**config.mk**
```make
export PLATFORM = sky130hd
export DESIGN_NAME = median3_ema_channel_filter
export DESIGN_NICKNAME = d
export VERILOG_FILES = /design/src/hdl/mef_pkg.sv /design/src/hdl/median3_ema_channel_filter.sv /design/src/hdl/mef_ctrl.sv /design/src/hdl/mef_datapath.sv
export SDC_FILE = /design/constraint.sdc
export NUM_CORES = 2
export LEC_CHECK = 0
export BUFFER_PORTS_ARGS = -buffer_cell sky130_fd_sc_hd__buf_2
export CELL_PAD_IN_SITES_DETAIL_PLACEMENT = 0
export CELL_PAD_IN_SITES_GLOBAL_PLACEMENT = 2
export CORE_MARGIN = 4
export CORE_UTILIZATION = 45
export DETAILED_ROUTE_END_ITERATION = 10
export GPL_TIMING_DRIVEN = 0
export HOLD_SLACK_MARGIN = 0.12
export PLACE_DENSITY_LB_ADDON = 0.1
export SYNTH_ARGS = -nofsm -noshare
export SYNTH_HDL_FRONTEND = slang
export SYNTH_SLANG_ARGS = --single-unit
```
**constraint.sdc**
```tcl
create_clock -name clk -period 49.8 [get_ports clk]
set_input_delay 2.49 -clock clk [delete_from_list [all_inputs] [get_ports clk]]
set_output_delay 2.49 -clock clk [all_outputs]
set_load 0.02 [all_outputs]
```
**src/hdl/mef_pkg.sv**
```systemverilog
// Package for the median-of-3 / EMA channel filter.
// Holds the command and status types, register and mode codes and the alpha table.
// No dependencies.
package mef_pkg;

  localparam int MAX_CH = 8;
  localparam int CH_W = 3;
  localparam int ALPHA_TABLE_SIZE = 256;
  localparam int ALPHA_SPAN = 8;
  localparam int QW = $clog2(ALPHA_TABLE_SIZE);
  localparam int SPAN_W = $clog2(ALPHA_SPAN);
  localparam int SHIFT = QW - SPAN_W;
  localparam int CNT_W = $clog2(QW);

  localparam logic signed [15:0] Q15_ONE = 16'sd32767;
  localparam logic signed [15:0] Q15_NEG_ONE = -16'sd32767;

  // Register indexes
  localparam logic [2:0] REG_MODE = 3'd0;
  localparam logic [2:0] REG_TYPES = 3'd1;
  localparam logic [2:0] REG_ENABLED = 3'd2;
  localparam logic [2:0] REG_TAU_LO = 3'd3;
  localparam logic [2:0] REG_TAU_HI = 3'd4;

  // Filter modes
  localparam logic [1:0] MODE_EMA = 2'd0;
  localparam logic [1:0] MODE_MED = 2'd1;
  localparam logic [1:0] MODE_DIAG = 2'd2;
  localparam logic [1:0] MODE_BAD = 2'd3;

  // Channel types
  localparam logic [1:0] TYPE_CENTERED = 2'd1;
  localparam logic [1:0] TYPE_ENCODER = 2'd2;

  typedef enum logic [2:0] {
    ST_IDLE, ST_EVAL, ST_DIV, ST_MUL, ST_FIN, ST_PUSH
  } mef_state_t;

  typedef struct packed {
    logic load;
    logic eval;
    logic div_step;
    logic mul;
    logic fin;
    logic push;
  } mef_cmd_t;

  typedef struct packed {
    logic eval_done;
    logic div_last;
  } mef_sts_t;

  typedef logic [15:0] alpha_tab_t [ALPHA_TABLE_SIZE];

  // Build 1 - exp(-span*k/size) in Q0.15 with 32.32 fixed point
  function automatic alpha_tab_t build_alpha();
    logic [63:0] one, x, term, pos, neg, q, e;
    alpha_tab_t t;
    one = 64'd1 << 32;
    x = (64'(ALPHA_SPAN) << 32) / ALPHA_TABLE_SIZE;
    term = one;
    pos = one;
    neg = 64'd0;
    for (int n = 1; n <= 16; n++) begin
      term = ((term * x) >> 32) / 64'(n);
      if (n % 2 == 1) neg = neg + term;
      else pos = pos + term;
    end
    q = pos - neg;
    e = one;
    for (int k = 0; k < ALPHA_TABLE_SIZE; k++) begin
      t[k] = 16'((one - e + (64'd1 << 16)) >> 17);
      e = (e * q + (64'd1 << 31)) >> 32;
    end
    return t;
  endfunction

  localparam alpha_tab_t ALPHA_TAB = build_alpha();

  function automatic logic signed [15:0] med3(input logic signed [15:0] a,
                                              input logic signed [15:0] b,
                                              input logic signed [15:0] c);
    logic signed [15:0] lo, hi, m;
    lo = (a > b) ? b : a;
    hi = (a > b) ? a : b;
    m = (hi > c) ? c : hi;
    if (lo > m) m = lo;
    return m;
  endfunction

endpackage

```
**src/hdl/median3_ema_channel_filter.sv**
```systemverilog
// Top level of the multi-channel median-of-3 / EMA input filter.
// Joins the controller mef_ctrl and the datapath mef_datapath; uses mef_pkg.
//
// Port group   Dir   Handshake            Payload
// in_          in    in_valid/in_ready    source, sample, elapsed_ms
// out_         out   out_valid/out_ready  value, source_ok
// cfg_         in    cfg_we               cfg_index, cfg_data (64 bits)
//
// Invalid, seeding and passthrough requests, and those with zero tau or elapsed_ms, skip the divide.
// Other EMA requests run the alpha index divide, one quotient bit a cycle, then multiply and finish.
// One request is in flight at a time; the output register lets the next request be
// accepted while a result waits. A stalled result holds the controller in its push
// state. Reset is synchronous and clears configuration and all channel state.
module median3_ema_channel_filter #(
  parameter int CHANNELS = 8
) (
  input  logic               clk,
  input  logic               rst_n,
  input  logic               cfg_we,
  input  logic [2:0]         cfg_index,
  input  logic [63:0]        cfg_data,
  input  logic               in_valid,
  output logic               in_ready,
  input  logic [3:0]         in_source,
  input  logic signed [15:0] in_sample,
  input  logic [15:0]        in_elapsed_ms,
  output logic               out_valid,
  input  logic               out_ready,
  output logic signed [15:0] out_value,
  output logic               out_source_ok
);
  import mef_pkg::*;

  mef_cmd_t cmd;
  mef_sts_t sts;

  mef_ctrl u_ctrl (
    .clk(clk), .rst_n(rst_n), .in_valid(in_valid), .in_ready(in_ready),
    .out_valid(out_valid), .out_ready(out_ready), .sts(sts), .cmd(cmd)
  );

  mef_datapath #(.CHANNELS(CHANNELS)) u_dp (
    .clk(clk), .rst_n(rst_n), .cfg_we(cfg_we), .cfg_index(cfg_index),
    .cfg_data(cfg_data), .in_source(in_source), .in_sample(in_sample),
    .in_elapsed_ms(in_elapsed_ms), .out_value(out_value),
    .out_source_ok(out_source_ok), .cmd(cmd), .sts(sts)
  );

endmodule

```
**src/hdl/mef_ctrl.sv**
```systemverilog
// Controller of the channel filter: sequences load, evaluate, divide, multiply,
// finish and output push. Depends on mef_pkg.
module mef_ctrl (
  input  logic              clk,
  input  logic              rst_n,
  input  logic              in_valid,
  output logic              in_ready,
  output logic              out_valid,
  input  logic              out_ready,
  input  mef_pkg::mef_sts_t sts,
  output mef_pkg::mef_cmd_t cmd
);
  import mef_pkg::*;

  mef_state_t state_r, state_nxt;
  logic out_valid_r, out_valid_nxt;

  // State and output flag registers
  always_ff @(posedge clk) begin
    if (!rst_n) begin
      state_r <= ST_IDLE;
      out_valid_r <= 1'b0;
    end else begin
      state_r <= state_nxt;
      out_valid_r <= out_valid_nxt;
    end
  end

  // Next state and commands
  always_comb begin
    state_nxt = state_r;
    cmd = '0;
    in_ready = 1'b0;
    case (state_r)
      ST_IDLE: begin
        in_ready = 1'b1;
        if (in_valid) begin
          cmd.load = 1'b1;
          state_nxt = ST_EVAL;
        end
      end
      ST_EVAL: begin
        cmd.eval = 1'b1;
        state_nxt = sts.eval_done ? ST_PUSH : ST_DIV;
      end
      ST_DIV: begin
        cmd.div_step = 1'b1;
        if (sts.div_last) state_nxt = ST_MUL;
      end
      ST_MUL: begin
        cmd.mul = 1'b1;
        state_nxt = ST_FIN;
      end
      ST_FIN: begin
        cmd.fin = 1'b1;
        state_nxt = ST_PUSH;
      end
      ST_PUSH: begin
        if (!out_valid_r || out_ready) begin
          cmd.push = 1'b1;
          state_nxt = ST_IDLE;
        end
      end
      default: state_nxt = ST_IDLE;
    endcase
  end

  // Hold the output valid until the result is taken
  always_comb begin
    if (cmd.push) out_valid_nxt = 1'b1;
    else if (out_ready) out_valid_nxt = 1'b0;
    else out_valid_nxt = out_valid_r;
  end

  assign out_valid = out_valid_r;

endmodule

```
**src/hdl/mef_datapath.sv**
```systemverilog
// Datapath of the channel filter: configuration, channel state, median, divider,
// EMA multiply and output register. Depends on mef_pkg.
module mef_datapath #(
  parameter int CHANNELS = 8
) (
  input  logic                     clk,
  input  logic                     rst_n,
  input  logic                     cfg_we,
  input  logic [2:0]               cfg_index,
  input  logic [63:0]              cfg_data,
  input  logic [3:0]               in_source,
  input  logic signed [15:0]       in_sample,
  input  logic [15:0]              in_elapsed_ms,
  output logic signed [15:0]       out_value,
  output logic                     out_source_ok,
  input  mef_pkg::mef_cmd_t        cmd,
  output mef_pkg::mef_sts_t        sts
);
  import mef_pkg::*;

  localparam int RW = 16 + SHIFT;
  localparam int DVW = 16 + QW - 1;

  // Configuration
  logic [1:0]   mode_r;
  logic [15:0]  types_r;
  logic [7:0]   enabled_r;
  logic [127:0] tau_r;

  // Channel state
  logic signed [15:0] fv_r [MAX_CH];
  logic signed [15:0] hist_r [MAX_CH][3];
  logic [1:0]         ptr_r [MAX_CH];
  logic [MAX_CH-1:0]  started_r;

  // Request registers
  logic [3:0]         src_r;
  logic signed [15:0] smp_r;
  logic [15:0]        dt_r;

  // EMA working registers
  logic [CH_W-1:0]    ch_r;
  logic               cen_r;
  logic               sat_r;
  logic signed [15:0] fvo_r;
  logic signed [16:0] diff_r;
  logic [RW-1:0]      rem_r;
  logic [DVW-1:0]     dv_r;
  logic [QW-1:0]      q_r;
  logic [CNT_W-1:0]   cnt_r;
  logic signed [34:0] prod_r;
  logic signed [15:0] res_r;
  logic               res_ok_r;
  logic signed [15:0] out_value_r;
  logic               out_ok_r;

  // Evaluate the held request
  logic [3:0]         src_m1;
  logic [CH_W-1:0]    ch;
  logic               src_ok, centered, pass, started;
  logic [1:0]         ctype, p;
  logic signed [15:0] x, med, fin, fv;
  logic signed [15:0] h0, h1, h2;
  logic [15:0]        tau;
  logic               eval_done;
  logic signed [15:0] eval_res;
  logic               mode_chg;

  assign src_m1 = src_r - 4'd1;
  assign ch = src_m1[CH_W-1:0];
  assign src_ok = (src_r != 4'd0) && ({28'd0, src_r} <= 32'(CHANNELS)) && enabled_r[ch];
  assign ctype = types_r[2*ch +: 2];
  assign centered = (ctype == TYPE_CENTERED);
  assign started = started_r[ch];
  assign pass = (ctype == TYPE_ENCODER) || (mode_r == MODE_DIAG);
  assign p = (ptr_r[ch] > 2'd2) ? 2'd0 : ptr_r[ch];
  assign tau = tau_r[16*ch +: 16];
  assign fv = fv_r[ch];

  always_comb begin
    // Clamp to the channel range
    if (centered) x = (smp_r < Q15_NEG_ONE) ? Q15_NEG_ONE : smp_r;
    else x = (smp_r < 16'sd0) ? 16'sd0 : smp_r;
    // Median over the history with the new sample in place
    h0 = (p == 2'd0) ? x : hist_r[ch][0];
    h1 = (p == 2'd1) ? x : hist_r[ch][1];
    h2 = (p == 2'd2) ? x : hist_r[ch][2];
    med = med3(h0, h1, h2);
    fin = (mode_r == MODE_MED) ? med : x;
    eval_done = !src_ok || !started || pass || (tau == 16'd0) || (dt_r == 16'd0);
    if (!src_ok) eval_res = 16'sd0;
    else if (!started || pass) eval_res = x;
    else if (tau == 16'd0) eval_res = fin;
    else eval_res = fv;
  end

  assign mode_chg = cfg_we && (cfg_index == REG_MODE) && (cfg_data[1:0] != MODE_BAD) &&
                    (cfg_data[1:0] != mode_r);

  // EMA finish: round half away from zero, add and clamp
  logic [34:0]        mag;
  logic [34:0]        rnd;
  logic [18:0]        r19;
  logic signed [19:0] o_w;
  logic signed [15:0] o;
  logic [16:0]        alpha;
  logic signed [17:0] alpha_s;

  assign alpha = sat_r ? 17'd32768 : {1'b0, ALPHA_TAB[q_r]};
  assign alpha_s = {1'b0, alpha};

  always_comb begin
    mag = prod_r[34] ? 35'(-prod_r) : 35'(prod_r);
    rnd = (mag + 35'd16384) >> 15;
    r19 = rnd[18:0];
    o_w = {{4{fvo_r[15]}}, fvo_r} + (prod_r[34] ? -$signed({1'b0, r19}) :
                                                   $signed({1'b0, r19}));
    if (o_w > 20'(Q15_ONE)) o = Q15_ONE;
    else if (cen_r && (o_w < 20'(Q15_NEG_ONE))) o = Q15_NEG_ONE;
    else if (!cen_r && (o_w < 20'sd0)) o = 16'sd0;
    else o = o_w[15:0];
  end

  // Configuration and channel state
  always_ff @(posedge clk) begin
    if (!rst_n) begin
      mode_r <= MODE_EMA;
      types_r <= '0;
      enabled_r <= '0;
      tau_r <= '0;
      started_r <= '0;
      for (int c = 0; c < MAX_CH; c++) begin
        fv_r[c] <= '0;
        ptr_r[c] <= '0;
        for (int j = 0; j < 3; j++) hist_r[c][j] <= '0;
      end
    end else if (mode_chg) begin
      // Reseed every history from the filtered value
      mode_r <= cfg_data[1:0];
      for (int c = 0; c < MAX_CH; c++) begin
        ptr_r[c] <= '0;
        for (int j = 0; j < 3; j++) hist_r[c][j] <= fv_r[c];
      end
    end else if (cfg_we && (cfg_index == REG_TYPES || cfg_index == REG_ENABLED ||
                            cfg_index == REG_TAU_LO || cfg_index == REG_TAU_HI)) begin
      if (cfg_index == REG_TYPES) types_r <= cfg_data[15:0];
      if (cfg_index == REG_ENABLED) enabled_r <= cfg_data[7:0];
      if (cfg_index == REG_TAU_LO) tau_r[63:0] <= cfg_data;
      if (cfg_index == REG_TAU_HI) tau_r[127:64] <= cfg_data;
      started_r <= '0;
      for (int c = 0; c < MAX_CH; c++) begin
        fv_r[c] <= '0;
        ptr_r[c] <= '0;
        for (int j = 0; j < 3; j++) hist_r[c][j] <= '0;
      end
    end else if (cmd.eval && src_ok) begin
      if (!started) begin
        fv_r[ch] <= x;
        for (int j = 0; j < 3; j++) hist_r[ch][j] <= x;
        started_r[ch] <= 1'b1;
      end else if (pass) begin
        fv_r[ch] <= x;
      end else begin
        if (mode_r == MODE_MED) begin
          hist_r[ch][p] <= x;
          ptr_r[ch] <= (p == 2'd2) ? 2'd0 : p + 2'd1;
        end
        if (tau == 16'd0) fv_r[ch] <= fin;
      end
    end else if (cmd.fin) begin
      fv_r[ch_r] <= o;
    end
  end

  // Request, divider, multiplier and result registers
  always_ff @(posedge clk) begin
    if (cmd.load) begin
      src_r <= in_source;
      smp_r <= in_sample;
      dt_r <= in_elapsed_ms;
    end
    if (cmd.eval) begin
      ch_r <= ch;
      cen_r <= centered;
      fvo_r <= fv;
      diff_r <= {fin[15], fin} - {fv[15], fv};
      // Index saturates once dt reaches span times tau
      sat_r <= {{SPAN_W{1'b0}}, dt_r} >= {tau, {SPAN_W{1'b0}}};
      rem_r <= {dt_r, {SHIFT{1'b0}}};
      dv_r <= {tau, {(QW-1){1'b0}}};
      q_r <= '0;
      cnt_r <= '0;
      res_r <= eval_res;
      res_ok_r <= src_ok;
    end
    // Restoring divide, one quotient bit a cycle
    if (cmd.div_step) begin
      if ({{(DVW-RW){1'b0}}, rem_r} >= dv_r) begin
        rem_r <= rem_r - dv_r[RW-1:0];
        q_r <= {q_r[QW-2:0], 1'b1};
      end else begin
        q_r <= {q_r[QW-2:0], 1'b0};
      end
      dv_r <= dv_r >> 1;
      cnt_r <= cnt_r + 1'b1;
    end
    if (cmd.mul) prod_r <= diff_r * alpha_s;
    if (cmd.fin) res_r <= o;
    if (cmd.push) begin
      out_value_r <= res_r;
      out_ok_r <= res_ok_r;
    end
  end

  assign sts.eval_done = eval_done;
  assign sts.div_last = (cnt_r == CNT_W'(QW-1));
  assign out_value = out_value_r;
  assign out_source_ok = out_ok_r;

endmodule

```
==> results list <==
- Number of buffers inserted by port buffering: 126
- Count of buffers added by post-CTS timing repair for setup: 0
* CP max FO: 11
- By instance count, the cell type seen most on the critical path is sky130_fd_sc_hd__a21o_1.
* Root buffer cell: sky130_fd_sc_hd__clkbuf_16
* Syn_nets: 6772
* Number of buffers added by the clock tree synthesis step: 99
* Unique cell type count in the Yosys netlist: 104
* Endpoint class of the critical path: flip-flop
* Worst-path cell with the longest stage delay: sky130_fd_sc_hd__nor4_1
* Average via count per standard cell: 6.25
- Detail-routed net length per standard cell: 31.8 um
- Classification of the worst-slack hold path: flip-flop to flip-flop
- First-pass GRT wire length: 364000 um
- Final layout net count: 7013
- For this run, asynchronously set or reset flops after synthesis account for 0%.
- The region available for standard cell placement spans 129000 um2.
- Number of flops mapped to enable cells by yosys: 703
- Violations in the final reports: max-capacitance violations, max-slew violations
- The tool flagged a number of max-cap violations equal to 16.
- The detail route stage leaves a number of antenna-violating nets equal to 0.
- The clock passes through at most 3 buffers.
* Commonest register cell after synthesis: sky130_fd_sc_hd__edfxtp_1
- Dividing the final minimum period by the clock period gives 55.5%.
- STA puts the critical path data arrival time at 28.12 ns.
* Biggest cell delay along the critical path: 1.27 ns
- Row count: 132
* Final hold viol count: 0
* Post-route DRC: 0
- Largest net degree at the start of global routing: 38
- 127 I/O pins were placed.
- Starting DRC count in detailed routing: 6895
- Number of global-route vias before repair: 50100
- After synthesis the cells add up to 58500 um2.
- CTS tree: built
* Synth warnings: 0
* Highest clock frequency the design can meet: 36.2 MHz
- Type of origin of the critical path: flip-flop
* Aggregate routed wire length: 261000 um
- Routability-driven placement finished with a final weighted congestion of 1.03.
- Area grow syn2layout: 11.0%
* Final instance count without filler cells: 8226
* #FFs+latches synth: 891
- STA puts the critical path data required time at 50.26 ns.
* Antenna violations before repair: 24
- The critical path is of the flip-flop to flip-flop type.
- # hold bufs at CTS: 0
* Number of detailed-routing iterations run before antenna repair: 6
- The top cell types in the final layout, fill and taps aside, are 1051 x sky130_fd_sc_hd__nand2_1, 703 x sky130_fd_sc_hd__edfxtp_1, 613 x sky130_fd_sc_hd__o21ai_0, 467 x sky130_fd_sc_hd__inv_1, 425 x sky130_fd_sc_hd__a21oi_1.
* Final Skew: 0.0499 ns
* Number of clock sinks: 891
* Detailed-route via count: 51400
- Among cell families on the critical path, the largest total delay comes from buffers and inverters.
* Transition time at the pin with the least slew margin: 1.67 ns
- Gates resized during post-CTS repair numbered 0.
- Setup Viol. Count Final: 0
- Register area share after synthesis: 42.5%
- Starting density of the core: 45.2%
- The library cell used most frequently in the layout, excluding fill and tap cells, is sky130_fd_sc_hd__nand2_1.
- Floorplan die area: 136000 um2
- The count of pins over their slew limit came to 150.
- The die is 369 um wide.
- The layout has 12300 filler cells.
- Setup repair after global routing left no endpoint under its margin.
* Run status: finished, violations left
- Cell count after synthesis: 6147
* Proportion of layout cells with a drive suffix above 1: 6.95%
- Clock transition at the register clock pins on the worst setup and hold paths after CTS: 0.06 ns
- Clock latency on the worst-skew pair: 0.74 ns
* Average footprint of a synthesized cell: 9.52 um2
- Detailed placement finished with a half-perimeter wire length of 195000 um.
* Number of placed cells counting well taps: 8027
- Overall global routing resource usage: 37.6%
* Y dimension of the die: 369 um
- Worst relative slew slack: -14.5%
- Crit path buffers/inverters: 26
- Count of H-tree levels built during CTS: 3
* Total negative slack for setup checks: 0 ns
* Overflow left after global routing: 0
- Post-route minimum period: 27.66 ns
## flip-flops by register name, summed over array words and instances (netlist names), 17 cells and up
register     flops
u_dp.rem_r      21
u_dp.tau_r     128
u_dp.diff_r     17
u_dp.fv_r      128
u_dp.dv_r       23
u_dp.hist_r    384
u_dp.prod_r     34
## per-stage QoR
stage / hold slack, ns / area, um2 / utilization [%] / worst slack (ns)
finish: 0.419 / 64900 / 50.2 / 22.14
global route: 0.434 / 64900 / 50.2 / 22.29
CTS: 0.420 / 64800 / 50.1 / 23.15
detailed placement: 0.405 / 61500 / 47.6 / 23.21
global placement: 0.400 / 61300 / 47.4 / 23.16
floorplan: 0.400 / 58500 / - / 33.18
## final timing paths
kind | cells past startpoint | end | slack, ns | startpoint
max | 79 | u_dp.diff_r[15]$_DFFE_PP_ | 22.14 | u_dp.src_r[0]$_DFFE_PP_
min | 0 | u_dp.out_source_ok$_DFFE_PP_ | 0.42 | u_dp.res_ok_r$_DFFE_PP_
max reg2reg | 79 | u_dp.diff_r[15]$_DFFE_PP_ | 22.14 | u_dp.src_r[0]$_DFFE_PP_
min reg2reg | 0 | u_dp.out_source_ok$_DFFE_PP_ | 0.42 | u_dp.res_ok_r$_DFFE_PP_
## kinds of logic after synthesis
kind of cell	after synthesis	share of synthesized area, %
AO/OA/AOI/OAI	1586	16.2
flip-flops	891	42.5
buffers and inverters	877	5.70
multiplexers	187	4.24
AND/OR/NAND/NOR	1953	14.6
XOR/XNOR	133	2.05
adder cells (fa/ha/maj)	520	14.7
## synthesized netlist by cell type, drive strengths merged, types with 15 or more instances
library cell | instances | area (um2)
nand2 | 1052 | 3950
edfxtp | 703 | 21100
o21ai | 632 | 3170
inv | 471 | 1770
a21oi | 427 | 2140
nor2 | 404 | 1540
clkbuf | 335 | 1260
fa | 282 | 5650
ha | 235 | 2940
dfxtp | 188 | 3760
and2 | 120 | 752
mux2i | 119 | 1200
xnor2 | 99 | 886
a22oi | 93 | 718
nand3 | 71 | 370
buf | 69 | 299
nor3 | 67 | 335
o22ai | 67 | 419
a211oi | 51 | 383
a31oi | 51 | 319
mux4 | 45 | 1010
nand2b | 45 | 282
and3 | 34 | 213
nand4 | 34 | 213
xor2 | 34 | 313
a21o | 32 | 240
nor2b | 31 | 194
o211ai | 30 | 230
or3 | 27 | 174
nor4 | 24 | 165
mux2 | 23 | 267
a221oi | 21 | 196
o31ai | 21 | 209
a21boi | 19 | 146
a311oi | 16 | 140
o21a | 15 | 113
o221ai | 15 | 144
or2 | 15 | 93.8
## metal layers
metal	track usage (%)	part of all wire, %	vias to the layer above
met2	57.1	43	3347
met3	11.3	12	829
li1	-	-	22000
met4	23.7	7.9	10
met1	47.0	37	25200
met5	0.748	0.074	-
## final cells by class
| type | instances | area, um2 | share of cell area (%) |
|---|---|---|---|
| multi-input combinational | 4379 | 30300 | 46.7 |
| sequential | 891 | 24900 | 38.3 |
| clock buffer | 133 | 2730 | 4.20 |
| tap | 1742 | 2180 | 3.36 |
| inverter | 473 | 1780 | 2.74 |
| buffer | 404 | 1560 | 2.40 |
| timing repair buffer | 140 | 872 | 1.34 |
| clock inverter | 52 | 563 | 0.867 |
| antenna | 12 | 30.0 | 0.0462 |
Power is not shown: default switching activity piles up to over one toggle a cycle in this logic, so the estimate is an artifact.
